File: src/design/raf_pkg.sv
`timescale 1ns / 1ps

package raf_pkg;

	localparam int MAX_PACKET   = 4096;
	localparam int HEADER_BYTES = 20;

	localparam int CNT_W    = $clog2(MAX_PACKET + 2);
	localparam int OFF_W    = 12;
	localparam int BYTE_W   = 8;
	localparam int CFG_IDX_W = 1;

	localparam logic [CNT_W-1:0] CNT_HDR_LAST = CNT_W'(HEADER_BYTES - 1);
	localparam logic [CNT_W-1:0] CNT_HDR      = CNT_W'(HEADER_BYTES);
	localparam logic [CNT_W-1:0] CNT_MAX      = CNT_W'(MAX_PACKET);

	localparam logic [BYTE_W-1:0] TLV_HDR_LEN = BYTE_W'(2);

	localparam logic [CFG_IDX_W-1:0] REG_MATCH_TYPE = 1'd0;
	localparam logic [CFG_IDX_W-1:0] REG_MATCH_SKIP = 1'd1;

	typedef enum logic [1:0] {
		ST_FOUND     = 2'd0,
		ST_NOT_FOUND = 2'd1,
		ST_MALFORMED = 2'd2,
		ST_SHORT     = 2'd3
	} status_t;

	typedef enum logic [3:0] {
		PH_HEADER = 4'b0001,
		PH_TYPE   = 4'b0010,
		PH_LEN    = 4'b0100,
		PH_VALUE  = 4'b1000
	} phase_t;

	typedef struct packed {
		logic              valid;
		logic [BYTE_W-1:0] data;
		logic              last;
	} step_t;

	typedef struct packed {
		status_t           status;
		logic [OFF_W-1:0]  offset;
		logic [BYTE_W-1:0] length;
	} res_t;

endpackage

File: src/design/raf_walk.sv
`timescale 1ns / 1ps

module raf_walk (
	input  logic                       clk,
	input  logic                       arst_n,
	input  raf_pkg::step_t             step,
	input  logic [raf_pkg::BYTE_W-1:0] match_type,
	input  logic [raf_pkg::BYTE_W-1:0] match_skip,
	output raf_pkg::res_t              res
);
	import raf_pkg::*;

	logic [CNT_W-1:0]  byte_count_q, byte_count_d;
	phase_t            phase_q, phase_d;
	logic [BYTE_W-1:0] bytes_left_q, bytes_left_d;
	logic [BYTE_W-1:0] skips_left_q, skips_left_d;
	logic              cur_match_q, cur_match_d;
	status_t           outcome_q, outcome_d;
	logic [OFF_W-1:0]  found_off_q, found_off_d;
	logic [BYTE_W-1:0] found_len_q, found_len_d;

	logic [CNT_W-1:0]  p;
	logic [CNT_W-1:0]  p_inc;
	logic [CNT_W-1:0]  len;
	logic [BYTE_W-1:0] skips;
	logic [BYTE_W-1:0] vlen;
	logic              cm;

	always_comb begin
		p     = byte_count_q;
		p_inc = p + CNT_W'(1);
		skips = (p == '0) ? match_skip : skips_left_q;
		vlen  = step.data - TLV_HDR_LEN;

		phase_d      = phase_q;
		bytes_left_d = bytes_left_q;
		skips_left_d = skips;
		cur_match_d  = cur_match_q;
		outcome_d    = outcome_q;
		found_off_d  = found_off_q;
		found_len_d  = found_len_q;
		cm           = cur_match_q;

		if (outcome_q == ST_NOT_FOUND) begin
			case (phase_q)
				PH_HEADER: begin
					if (p >= CNT_HDR_LAST)
						phase_d = PH_TYPE;
				end
				PH_TYPE: begin
					cur_match_d = (step.data == match_type);
					phase_d     = PH_LEN;
				end
				PH_LEN: begin
					if (step.data < TLV_HDR_LEN) begin
						outcome_d = ST_MALFORMED;
					end else begin
						if (cm && skips != '0) begin
							skips_left_d = skips - BYTE_W'(1);
							cm           = 1'b0;
						end
						cur_match_d = cm;
						if (cm) begin
							found_off_d = p_inc[OFF_W-1:0];
							found_len_d = vlen;
						end
						bytes_left_d = vlen;
						if (vlen == '0) begin
							if (cm)
								outcome_d = ST_FOUND;
							phase_d = PH_TYPE;
						end else begin
							phase_d = PH_VALUE;
						end
					end
				end
				PH_VALUE: begin
					bytes_left_d = bytes_left_q - BYTE_W'(1);
					if (bytes_left_d == '0) begin
						if (cur_match_q)
							outcome_d = ST_FOUND;
						phase_d = PH_TYPE;
					end
				end
				default: phase_d = phase_q;
			endcase
		end

		// byte count saturates one past the largest legal packet
		byte_count_d = (p <= CNT_MAX) ? p_inc : p;
		len          = byte_count_d;

		res.offset = '0;
		res.length = '0;
		if (len < CNT_HDR) begin
			res.status = ST_SHORT;
		end else if (len > CNT_MAX) begin
			res.status = ST_MALFORMED;
		end else if (outcome_d == ST_FOUND) begin
			res.status = ST_FOUND;
			res.offset = found_off_d;
			res.length = found_len_d;
		end else if (outcome_d == ST_MALFORMED) begin
			res.status = ST_MALFORMED;
		end else if (phase_d == PH_TYPE) begin
			res.status = ST_NOT_FOUND;
		end else begin
			res.status = ST_MALFORMED;
		end
	end

	always_ff @(posedge clk or negedge arst_n) begin
		if (!arst_n) begin
			byte_count_q <= '0;
			phase_q      <= PH_HEADER;
			bytes_left_q <= '0;
			skips_left_q <= '0;
			cur_match_q  <= 1'b0;
			outcome_q    <= ST_NOT_FOUND;
			found_off_q  <= '0;
			found_len_q  <= '0;
		end else if (step.valid) begin
			if (step.last) begin
				// rearm for the next packet
				byte_count_q <= '0;
				phase_q      <= PH_HEADER;
				bytes_left_q <= '0;
				skips_left_q <= match_skip;
				cur_match_q  <= 1'b0;
				outcome_q    <= ST_NOT_FOUND;
				found_off_q  <= '0;
				found_len_q  <= '0;
			end else begin
				byte_count_q <= byte_count_d;
				phase_q      <= phase_d;
				bytes_left_q <= bytes_left_d;
				skips_left_q <= skips_left_d;
				cur_match_q  <= cur_match_d;
				outcome_q    <= outcome_d;
				found_off_q  <= found_off_d;
				found_len_q  <= found_len_d;
			end
		end
	end

endmodule

File: src/design/radius_attribute_finder_top.sv
`timescale 1ns / 1ps

// Attribute finder for RADIUS-style packets.
//
// Input channel (in_valid / in_stall / data_byte / last_byte): one packet
// octet per transaction, last_byte set on the final octet. The fixed header
// is skipped, then the type-length-value list is walked looking for the
// instance of match_type that follows match_skip earlier ones.
// Output channel (out_valid / out_stall / status / value_offset /
// value_length): exactly one transaction per packet, produced by its final
// octet. Status: found, not found, malformed, or shorter than the header.
// Config port (cfg_wr_en / cfg_index / cfg_data): index 0 is match_type,
// index 1 is match_skip; write only between packets.
// The result of a packet is registered: its last octet sits in the input
// register, then the result goes into the result register.
// Throughput: one octet per cycle without in_stall; the walk is a single
// small state update per octet between the input and result registers.
// Reset clears the walk, the config registers (both zero) and all valids.
// When the receiver stalls, the result holds; the input side keeps taking
// octets until the next packet's final octet also needs the result
// register, and only then raises in_stall.

module radius_attribute_finder_top (
	input  logic                          clk,
	input  logic                          arst_n,
	input  logic                          in_valid,
	output logic                          in_stall,
	input  logic [7:0]                    data_byte,
	input  logic                          last_byte,
	output logic                          out_valid,
	input  logic                          out_stall,
	output logic [1:0]                    status,
	output logic [11:0]                   value_offset,
	output logic [7:0]                    value_length,
	input  logic                          cfg_wr_en,
	input  logic [raf_pkg::CFG_IDX_W-1:0] cfg_index,
	input  logic [7:0]                    cfg_data
);
	import raf_pkg::*;

	// config registers
	logic [BYTE_W-1:0] match_type_q;
	logic [BYTE_W-1:0] match_skip_q;

	// input register
	logic              valid_s1;
	logic [BYTE_W-1:0] data_s1;
	logic              last_s1;

	// result register
	logic              out_valid_q;
	res_t              res_q;

	logic  out_free;
	logic  s1_adv;
	step_t step;
	res_t  res;

	assign out_free = !out_valid_q || !out_stall;
	// stage 1 blocks only when it holds a final octet and the result is stuck
	assign s1_adv   = !(valid_s1 && last_s1 && !out_free);
	assign in_stall = valid_s1 && !s1_adv;

	always_ff @(posedge clk or negedge arst_n) begin
		if (!arst_n) begin
			match_type_q <= '0;
			match_skip_q <= '0;
		end else if (cfg_wr_en) begin
			case (cfg_index)
				REG_MATCH_TYPE: match_type_q <= cfg_data;
				REG_MATCH_SKIP: match_skip_q <= cfg_data;
				default: ;
			endcase
		end
	end

	always_ff @(posedge clk or negedge arst_n) begin
		if (!arst_n) begin
			valid_s1 <= 1'b0;
		end else if (s1_adv) begin
			valid_s1 <= in_valid;
		end
	end

	always_ff @(posedge clk) begin
		if (s1_adv && in_valid) begin
			data_s1 <= data_byte;
			last_s1 <= last_byte;
		end
	end

	assign step.valid = valid_s1 && s1_adv;
	assign step.data  = data_s1;
	assign step.last  = last_s1;

	raf_walk u_walk (
		.clk        (clk),
		.arst_n     (arst_n),
		.step       (step),
		.match_type (match_type_q),
		.match_skip (match_skip_q),
		.res        (res)
	);

	always_ff @(posedge clk or negedge arst_n) begin
		if (!arst_n) begin
			out_valid_q <= 1'b0;
		end else if (out_free) begin
			out_valid_q <= step.valid && step.last;
		end
	end

	always_ff @(posedge clk) begin
		if (out_free && step.valid && step.last)
			res_q <= res;
	end

	assign out_valid    = out_valid_q;
	assign status       = res_q.status;
	assign value_offset = res_q.offset;
	assign value_length = res_q.length;

	// input side stalls only behind a held final octet and a blocked result
	assert property (@(posedge clk) disable iff (!arst_n)
		in_stall |-> (valid_s1 && last_s1 && out_valid_q && out_stall))
		else $error("input stalled without a blocked result");

	// a fresh result comes only from a final octet in stage 1
	assert property (@(posedge clk) disable iff (!arst_n)
		(out_valid_q && !$past(out_valid_q)) |-> $past(valid_s1 && last_s1))
		else $error("result without a final octet");

	// offset and length are zero unless the attribute was found
	assert property (@(posedge clk) disable iff (!arst_n)
		(out_valid_q && res_q.status != ST_FOUND) |->
			(res_q.offset == '0 && res_q.length == '0))
		else $error("nonzero offset or length without a match");

endmodule
File: config.mk
export PLATFORM = sky130hd
export DESIGN_NAME = radius_attribute_finder_top
export DESIGN_NICKNAME = d
export VERILOG_FILES = /design/src/design/raf_pkg.sv /design/src/design/raf_walk.sv /design/src/design/radius_attribute_finder_top.sv
export SDC_FILE = /design/constraint.sdc
export NUM_CORES = 1
export LEC_CHECK = 0
export ABC_AREA = 1
export BUFFER_PORTS_ARGS = -buffer_cell sky130_fd_sc_hd__buf_4
export CAP_MARGIN = 0
export CORE_MARGIN = 3
export CORE_UTILIZATION = 23
export CTS_BUF_LIST = sky130_fd_sc_hd__clkbuf_8
export CTS_CLUSTER_SIZE = 12
export DETAILED_ROUTE_END_ITERATION = 12
export HOLD_SLACK_MARGIN = 0.15
export PLACE_DENSITY = 0.49
export SKIP_LAST_GASP = 1
export SLEW_MARGIN = 20
export SYNTH_ARGS = -nofsm -noshare
export SYNTH_HDL_FRONTEND = slang
export SYNTH_SLANG_ARGS = --single-unit
File: constraint.sdc
create_clock -name clk -period 3.6 [get_ports clk]
set_input_delay 0.18 -clock clk [delete_from_list [all_inputs] [get_ports clk]]
set_output_delay 0.18 -clock clk [all_outputs]
set_load 0.1 [all_outputs]
==> results.yml, run 1 <==
power_and_ir_drop:
  irDropWorstVdd_mv: 0.174
  leakagePower_uw: 0.00324
  clock_power_share_pct: 23.3
  finalPower_uw: 3470
  p_int_uw: 2070
  swShare_pct: 40.3
  power_density_mw_per_mm2: 480
  comb_power_share_pct: 35.3
  pwr-share-seq_pct: 41.5
  power.switching_uw: 1400
setup_path:
  crit_path_end_kind: "flip-flop"
  required_ps: 3760
  path_buf_inv: 3
  crit_family: "simple AND/OR/NAND/NOR gates"
  cp-start-kind: "flip-flop"
  cpMaxStageDelayCell: "dfrtp_1"
  arrival_ps: 3410
  path_common_cell: "nand2_4"
  crit_type: "reg -> reg"
  max_stage_delay_ps: 460
  worstPathCellList: "inv_1 > ha_1 > nand2_4 > nor2_8 > nand2_4 > o21ai_1 > ha_1 > nand2_1 > nor2_4 > nand2_4 > nor2_4 > inv_2 > nand2_1 > o21ai_1 > inv_2 > nor2_2"
  crit_fanout: 30
run_status:
  status: "finished clean"
synth:
  yosysTopAreaCellShare_pct: 29.4
  syn_inst: 781
  netlist_area_mm2: 0.00614
  yosysTopAreaCell: "dfrtp_1"
  synth_nets: 811
  synth_seq_area_share_pct: 45.4
  synthTopCellsByArea: "dfrtp_1 29%, edfxtp_1 15%, nand2_1 14%"
  yosys_warnings: 0
  syn-mean-instance-area_um2: 7.86
  ys_ff_latch: 105
  synth_cell_type_count: 38
placed_design:
  dp_hpwl_um: 11200
  dpl_cell_area_mm2: 0.00682
  gp_congestion: 0.848
  portBuffers: 46
cts:
  cts-root-buf: "clkbuf_8"
  cts_max_level: 3
  insertion_delay_ps: 390
  clkSinkCount: 105
  cts_buffer_depth: 2
  cts_buffers: 9
  post_cts_buffers: 0
  cts_tree: "yes"
  clkTransAtPathRegs_ps: 120
sta:
  finClkSkew_ps: 22.4
  tightestPinTransition_ps: 740
  max_freq_mhz: 308
  min_period_over_period_pct: 90.3
  period_minus_slack_ps: 3250
  max_slew_margin_pct: 50.5
  hold_viol: 0
  hold-worst-slack_ps: 371
  finalSetupTns_ps: 0
  grt_setup_unrepaired: "false"
  setup_viol: 0
  drv_slew: 0
die:
  design.core.area_mm2: 0.0261
  rows: 59
  die-area_mm2: 0.0287
  die_h_um: 169
  start_util_pct: 23.5
  ios: 47
  die_w_um: 169
drt:
  dr.pass1.iters: 5
  final_antenna_net_count: 0
  dr.first_iter.drc_count: 349
  wl_um: 15600
  routedWlPerCell_um: 13.1
  drc: 0
  num_vias: 5132
  via_per_inst: 4.33
layout:
  drive_above_1_share_pct: 19.3
  final_cell_mix: "224 x nand2_1, 86 x inv_1, 72 x dfrtp_1"
  num_antenna_cells: 0
  layout.nets: 875
  final_util_pct: 27.7
  syn2layout_area_growth_pct: 18.0
  final_area_mm2: 0.00724
  final_common_cell: "nand2_1"
global_route:
  overflow: 0
  grt_use_total_pct: 11.3
  grt_pass1_wl_um: 26200
  grt_start_max_net_pins: 49
  grt_pass1_vias: 4984
  antenna_found_initial: 0
min_path:
  hold_class: "in -> reg"
run:
  maxCapViolCount: 0
-- routing by layer --
| layer | part of all wire [%] | wire length, µm | vias up | track usage, % |
|---|---|---|---|---|
| li1 | - | - | 2644 | - |
| met1 | 52 | 8170 | 2387 | 16.6 |
| met2 | 43 | 6660 | 91 | 17.1 |
| met3 | 3.8 | 597 | 10 | 2.40 |
| met4 | 0.92 | 144 | 0 | 2.56 |
| met5 | 0 | 0 | - | 0 |
-- cells by family (layout without fill, tap and decap cells) --
group           Yosys count  count (layout)  synth area share (%)
compound gates          125             125                  12.0
xor+xnor                 11              11                  1.57
fa+ha+maj                 7               7                  1.43
buf+inv                 130             199                  8.93
flops                   105             105                  45.4
simple gates            403             403                  30.7
-- per-stage QoR --
stage,cells,setup slack [ps]
2_1_floorplan,781,29.0
5_1_grt,1185,36.6
3_5_place_dp,1148,353
3_3_place_gp,1148,440
6_report,1185,348
4_1_cts,1185,338
-- Yosys cell counts, drive strengths merged --
| cell | n |
|---|---|
| nand2 | 242 |
| inv | 106 |
| o21ai | 81 |
| nor2 | 79 |
| dfrtp | 72 |
| nand3 | 62 |
| edfxtp | 31 |
| o22ai | 22 |
| a21oi | 16 |
| nand4 | 15 |
| clkbuf | 12 |
| buf | 10 |
| ha | 7 |
| xor2 | 7 |
| xnor2 | 4 |
| nand3b | 3 |
| a22oi | 2 |
| clkinv | 2 |
| dfstp | 2 |
| nor3 | 2 |
| o21bai | 2 |
| a21boi | 1 |
| a31oi | 1 |
-- path summary, 6_finish.rpt --
| path | start | endpoint | slack [ps] | cells past startpoint |
|---|---|---|---|---|
| max | u_walk.byte_count_q[0] | value_offset[4] | 350 | 16 |
| min | cfg_wr_en | match_type_q[2] | 370 | 4 |
| max reg2reg | u_walk.byte_count_q[0] | value_offset[4] | 350 | 16 |
| min reg2reg | u_walk.skips_left_q[3] | u_walk.skips_left_q[3] | 490 | 2 |
| max in group asynchronous | arst_n | u_walk.phase_q[0] | 2330 | 3 |
| min in group asynchronous | arst_n | match_type_q[6] | 380 | 2 |
-- registers in the layout, indices dropped and copies added (netlist names) --
register             flops
u_walk.found_off_q      12
u_walk.byte_count_q     13
data_s1                  8
match_skip_q             8
match_type_q             8
u_walk.bytes_left_q      8
value_offset            12
u_walk.phase_q           4
valid_s1                 1
u_walk.outcome_q         2
u_walk.cur_match_q       1
value_length             8
u_walk.found_len_q       8
u_walk.skips_left_q      8
last_s1                  1
out_valid                1
status                   2
-- layout make-up --
cell class	count	area (µm²)
tap	335	419
inverter	108	405
fill	2876	18900
sequential	105	2790
clock buffer	9	124
clock inverter	7	85.1
multi-input combinational	546	2810
timing repair buffer	75	616
-- what timing repair did --
item / 4_1_cts / 5_1_grt
gates resized for setup: 0 / 0
endpoints found under the hold margin: 73 / 0
hold buffers: 21 / 0
-- tightest hold or removal path, stage by stage --
cell	delay [ps]
buf_4	80
nand2_1	260
nand2_1	130
o21ai_0	70
-- power by group through the flow --
stage | clock network [µW] | registers, µW | logic (µW)
after floorplan | 0 | 1510 | 874
after global placement | 0 | 1460 | 1200
after detailed placement | 0 | 1460 | 1210
after CTS | 843 | 1440 | 1230
after global routing | 885 | 1460 | 1380
final | 808 | 1440 | 1220
Note: power is estimated with default switching activity, not from simulation.
==> run 2: changes to the inputs <==
--- a/config.mk
+++ b/config.mk
@@ -8,13 +8,14 @@
 export ABC_AREA = 1
 export BUFFER_PORTS_ARGS = -buffer_cell sky130_fd_sc_hd__buf_4
 export CAP_MARGIN = 0
-export CORE_MARGIN = 3
-export CORE_UTILIZATION = 23
+export CORE_MARGIN = 4
+export CORE_UTILIZATION = 63
 export CTS_BUF_LIST = sky130_fd_sc_hd__clkbuf_8
+export CTS_CLUSTER_DIAMETER = 50
 export CTS_CLUSTER_SIZE = 12
 export DETAILED_ROUTE_END_ITERATION = 12
 export HOLD_SLACK_MARGIN = 0.15
-export PLACE_DENSITY = 0.49
+export PLACE_DENSITY = 0.94
 export SKIP_LAST_GASP = 1
 export SLEW_MARGIN = 20
 export SYNTH_ARGS = -nofsm -noshare
==> run 2 against run 1 <==
Clock-buffer cell count unchanged. Critical path depth is the same. Flip-flop and latch count unchanged. Critical path type unchanged. Non-clock buffer count down 5. Worst setup slack worse by 19 ps. Sequential power about the same. Largest power group unchanged. Global-route usage is 15 points higher. Final cell count is 18% lower. Clock skew shrank 2.6 ps. Clock power fell by 12%. Largest cell class unchanged.
==> results.yml, run 2 (same netlist as run 1, synthesis figures left out) <==
global_route:
  grt_start_max_net_pins: 75
  grt_pass1_wl_um: 24200
  antenna_found_initial: 0
  grt_use_total_pct: 26.2
  grt_pass1_vias: 5266
  overflow: 0
layout:
  final_common_cell: "nand2_1"
  regMostFlops: "u_walk.byte_count_q"
  num_antenna_cells: 0
  seqCellArea_mm2: 0.00279
  layout.nets: 870
  largest_reg_flops: 13
  fillers: 675
  multiInputGateArea_mm2: 0.00281
  final_cell_mix: "224 x nand2_1, 85 x inv_1, 72 x dfrtp_1"
  syn2layout_area_growth_pct: 12.8
  drive_above_1_share_pct: 18.9
setup_path:
  path_common_cell: "nand2_4"
  cpMaxStageDelayCell: "dfrtp_1"
  crit_path_end_kind: "flip-flop"
  required_ps: 3730
  worstPathCellList: "inv_1 > ha_1 > nand2_4 > nor2_8 > nand2_4 > o21ai_1 > ha_1 > nand2_1 > nor2_4 > nand2_4 > nor2_4 > inv_2 > nand2_1 > o21ai_1 > inv_2 > nor2_2"
  crit_end: "value_offset[3]"
  cp-startpoint: "u_walk.byte_count_q[0]"
  cp-start-kind: "flip-flop"
  r2r_slack_ps: 330
  rr_endpoint: "value_offset[3]"
  reg2reg_from: "u_walk.byte_count_q[0]"
  crit_fanout: 30
  arrival_ps: 3400
  crit_type: "reg -> reg"
  max_stage_delay_ps: 460
  reg2regPathDepth: 16
  crit_family: "simple AND/OR/NAND/NOR gates"
  path_buf_inv: 3
  cp.depth: 16
sta:
  hold_viol: 0
  min_period_over_period_pct: 90.9
  finalSetupTns_ps: 0
  max_slew_margin_pct: 24.2
  period_minus_slack_ps: 3270
  tightestPinTransition_ps: 1140
  finClkSkew_ps: 19.8
  max_freq_mhz: 306
  grt_setup_unrepaired: "false"
  drv_slew: 0
  setup_viol: 0
run_status:
  status: "finished clean"
cts:
  clkSinkCount: 105
  cts_tree: "yes"
  clkTransAtPathRegs_ps: 120
  insertion_delay_ps: 380
  cts_max_level: 3
  cts_buffers: 9
  cts_buffer_depth: 2
  cts-root-buf: "clkbuf_8"
drt:
  dr.pass1.iters: 8
  num_vias: 5493
  via_per_inst: 5.64
  final_antenna_net_count: 0
  routedWlPerCell_um: 14.7
  drc: 0
  dr.first_iter.drc_count: 487
  wl_um: 14300
die:
  rows: 35
  die-area_mm2: 0.0114
  die_h_um: 107
  die_w_um: 107
  design.core.area_mm2: 0.00937
  ios: 47
  start_util_pct: 65.5
placed_design:
  portBuffers: 46
  gp_congestion: 0.888
  dp_hpwl_um: 9880
power_and_ir_drop:
  finalPower_uw: 3360
  leakagePower_uw: 0.00320
  power_density_mw_per_mm2: 486
  irDropWorstVdd_mv: 0.280
min_path:
  hold_class: "in -> reg"
run:
  maxCapViolCount: 0
==> run 2: changes by cell type in the layout (fill, tap and decap cells not counted) <==
cell,change
buf_4,-5
inv_8,+2
bufinv_16,-1
clkinv_2,+1
clkinv_8,-1
clkinvlp_4,+1
inv_1,-1
inv_6,-1
==> run 2: worst register-to-register path, delay by kind of cell (launching register included) <==
kind | cells | cell delay [ps]
AND/OR/NAND/NOR | 9 | 1160
AO/OA/AOI/OAI | 2 | 450
flip-flops | 1 | 460
adder cells (fa/ha/maj) | 2 | 430
buffers and inverters | 3 | 540
==> run 2: timing repair <==
| action | in CTS | in global routing |
|---|---|---|
| setup buffers | 0 | 0 |
| hold endpoints to repair | 98 | 0 |
| gates resized for setup | 0 | 0 |
| hold buffers | 21 | 0 |
==> run 2: area by class of cell <==
| cell class | count | share of cell area [%] |
|---|---|---|
| clock inverter | 7 | 0.886 |
| clock buffer | 9 | 1.79 |
| timing repair buffer | 70 | 8.35 |
| inverter | 108 | 5.86 |
| multi-input combinational | 546 | 40.5 |
| sequential | 105 | 40.2 |
| tap | 129 | 2.33 |
==> run 2: worst min-delay path by stage <==
stage,startpoint,endpoint,depth (start not counted)
finish,cfg_wr_en,match_type_q[3],4
global route,cfg_wr_en,match_type_q[0],4
CTS,cfg_wr_en,match_skip_q[2],4
detailed placement,data_byte[1],data_s1[1],1
global placement,last_byte,last_s1,1
floorplan,arst_n,match_skip_q[0],0
==> run 2: per-layer routing <==
layer	GRT usage (%)	share of wire (%)	vias up
li1	-	-	2639
met2	44.2	49	240
met1	34.8	43	2580
met5	0	0	-
met3	3.43	6.2	34
met4	9.32	2.1	0
==> run 2: where the power goes <==
| group | switching (µW) | total (µW) | internal [µW] |
|---|---|---|---|
| clock | 443 | 710 | 267 |
| sequential | 91.5 | 1440 | 1350 |
| combinational | 830 | 1210 | 384 |
==> run 2: metrics by stage <==
step	hold WS [ps]	area [µm²]	worst slack [ps]	util (%)	std cells
after floorplan	-116	6140	29.0	-	781
after global placement	358	6530	539	69.6	937
after detailed placement	359	6530	341	69.6	937
after CTS	369	6920	324	73.8	974
after global routing	445	6920	68.4	73.8	974
final	397	6920	329	73.8	974
==> run 3: changes to the inputs <==
--- a/config.mk
+++ b/config.mk
@@ -9,15 +9,16 @@
 export BUFFER_PORTS_ARGS = -buffer_cell sky130_fd_sc_hd__buf_4
 export CAP_MARGIN = 0
 export CORE_MARGIN = 4
-export CORE_UTILIZATION = 63
+export CORE_UTILIZATION = 57
 export CTS_BUF_LIST = sky130_fd_sc_hd__clkbuf_8
 export CTS_CLUSTER_DIAMETER = 50
 export CTS_CLUSTER_SIZE = 12
 export DETAILED_ROUTE_END_ITERATION = 12
 export HOLD_SLACK_MARGIN = 0.15
-export PLACE_DENSITY = 0.94
+export PLACE_DENSITY = 0.9
 export SKIP_LAST_GASP = 1
 export SLEW_MARGIN = 20
 export SYNTH_ARGS = -nofsm -noshare
 export SYNTH_HDL_FRONTEND = slang
 export SYNTH_SLANG_ARGS = --single-unit
+export TNS_END_PERCENT = 20
==> constraint.sdc (replaced) <==
create_clock -name clk -period 2.9 [get_ports clk]
set_input_delay 0.145 -clock clk [delete_from_list [all_inputs] [get_ports clk]]
set_output_delay 0.145 -clock clk [all_outputs]
set_load 0.1 [all_outputs]
==> run 3 against run 2 <==
Flip-flop and latch count stayed put. Critical path depth stayed put. Fmax is 22% higher. Clock-buffer cell count is 2 higher. Power is 30% higher. Die area is 9.7% higher. Worst setup slack worse by 100 ps. Critical endpoint is now status[1]. Largest power group unchanged. Highest routed layer unchanged.
==> results.yml, run 3 (same netlist as run 1, synthesis figures left out) <==
run_status:
  status: "finished clean"
sta:
  finalWorstSetupSlack_ps: 224
  min_period_over_period_pct: 92.3
  setup_viol: 0
  period_minus_slack_ps: 2680
  drv_slew: 0
  hold_viol: 0
  tightestPinTransition_ps: 959
  finClkSkew_ps: 10.3
  max_freq_mhz: 374
  max_slew_margin_pct: 36.0
  hold-worst-slack_ps: 327
power_and_ir_drop:
  p_int_uw: 2710
  irDropWorstVdd_mv: 0.407
  power_density_mw_per_mm2: 618
  comb_power_share_pct: 35.3
  finalPower_uw: 4360
  pwr-share-seq_pct: 41.1
  clock_power_share_pct: 23.5
  power.switching_uw: 1650
  swShare_pct: 37.9
  leakagePower_uw: 0.00328
placed_design:
  dp_slack_ps: 86.9
  dp_hpwl_um: 9770
  gp_congestion: 0.928
  portBuffers: 46
cts:
  clkSinkCount: 105
  cts_max_level: 3
  cts_buffers: 9
  clkTransAtPathRegs_ps: 100
  cts_tree: "yes"
  cts_buffer_depth: 2
  cts-root-buf: "clkbuf_8"
  insertion_delay_ps: 370
drt:
  drc: 0
  dr.first_iter.drc_count: 546
  wl_um: 14300
  via_per_inst: 5.49
  final_antenna_net_count: 0
  dr.pass1.iters: 7
  routedWlPerCell_um: 14.4
  num_vias: 5431
global_route:
  grt_pass1_vias: 5170
  grt_start_max_net_pins: 75
  grt_pass1_wl_um: 24100
  overflow: 0
  antenna_found_initial: 0
  grt_use_total_pct: 23.4
die:
  start_util_pct: 58.9
  rows: 37
  die-area_mm2: 0.0125
  die_h_um: 112
  ios: 47
  design.core.area_mm2: 0.0104
  die_w_um: 112
setup_path:
  reg2regPathDepth: 16
  arrival_ps: 2790
  crit_type: "reg -> reg"
  cp-start-kind: "flip-flop"
  r2r_slack_ps: 220
  reg2reg_from: "u_walk.byte_count_q[0]"
  rr_endpoint: "status[1]"
  crit_path_end_kind: "flip-flop"
  crit_fanout: 10
  required_ps: 3010
min_path:
  hp-start: "cfg_wr_en"
  whs_path_depth: 4
  hold_class: "in -> reg"
  whs_endpoint: "match_skip_q[5]"
layout:
  regMostFlops: "u_walk.byte_count_q"
  fillers: 819
  largest_reg_flops: 13
  drive_above_1_share_pct: 19.9
  final_cell_mix: "224 x nand2_1, 86 x inv_1, 71 x dfrtp_1"
  final_common_cell: "nand2_1"
  syn2layout_area_growth_pct: 15.0
  final_util_pct: 67.7
  num_antenna_cells: 0
  layout.nets: 878
run:
  maxCapViolCount: 0
run 3: changes by cell type in the layout (fill, tap and decap cells not counted), sizes merged:
cell / delta
buf: +8
bufinv: +2
clkbuf: +2
inv: -2
clkinv: -1
clkinvlp: -1
run 3: what timing repair did:
item	CTS	global route
endpoints found under the hold margin	99	0
setup buffers	0	0
setup endpoints to repair	0	37
hold buffers	21	0
resized for setup	0	4
run 3: how the worst max path moves through the flow:
stage	startpoint	to	slack (ps)	depth (start not counted)
after floorplan	out_valid	u_walk.skips_left_q[4]	-8	8
after global placement	u_walk.byte_count_q[0]	value_offset[3]	190	16
after detailed placement	u_walk.byte_count_q[0]	value_offset[4]	90	16
after CTS	u_walk.byte_count_q[0]	value_offset[4]	70	16
after global routing	u_walk.byte_count_q[0]	status[1]	-0.9	16
final	u_walk.byte_count_q[0]	status[1]	220	16
run 3: cell type report:
cell class	instances	area [µm²]	share of cell area [%]
Timing Repair Buffer	78	651	9.22
Sequential cell	105	2790	39.5
Tap cell	136	170	2.41
Inverter	108	408	5.78
Clock buffer	11	151	2.15
Multi-Input combinational cell	546	2810	39.8
Clock inverter	5	77.6	1.10
run 3: per-layer routing:
metal  global-route usage (%)  up-vias  routed length (µm)  part of all wire (%)
li1                         -     2663                   -                     -
met1                     31.3     2511                6040                    42
met2                     38.0      223                6880                    48
met3                     4.89       34                1030                   7.2
met4                     8.11        0                 329                   2.3
met5                        0        -                   0                     0
run 3: metrics by stage:
| step | instances | area, µm² | TNS (ps) |
|---|---|---|---|
| finish | 989 | 7060 | 0 |
| global route | 989 | 7060 | -0.896 |
| CTS | 989 | 7050 | 0 |
| detailed placement | 952 | 6610 | 0 |
| global placement | 952 | 6610 | 0 |
| floorplan | 781 | 6140 | -22.9 |
run 3: worst max-delay path, stage by stage (launching register included):
cell     delay, ps
dfrtp_2        460
inv_1          120
ha_1           200
nand2_4         80
nor2_8         180
nand2_4        130
o21ai_1        190
ha_1           170
nand2_1         80
nor2_4         160
nand3_1        120
nand2_1         80
nand2_1         80
nand2_1        120
inv_1           70
nand2_1         70
nand3_1        100
run 3: power groups by stage:
stage	clock network, µW	logic, µW	registers [µW]
after floorplan	0	1090	1870
after global placement	0	1450	1810
after detailed placement	0	1480	1820
after CTS	1040	1520	1790
after global routing	1110	1740	1810
final	1030	1540	1790
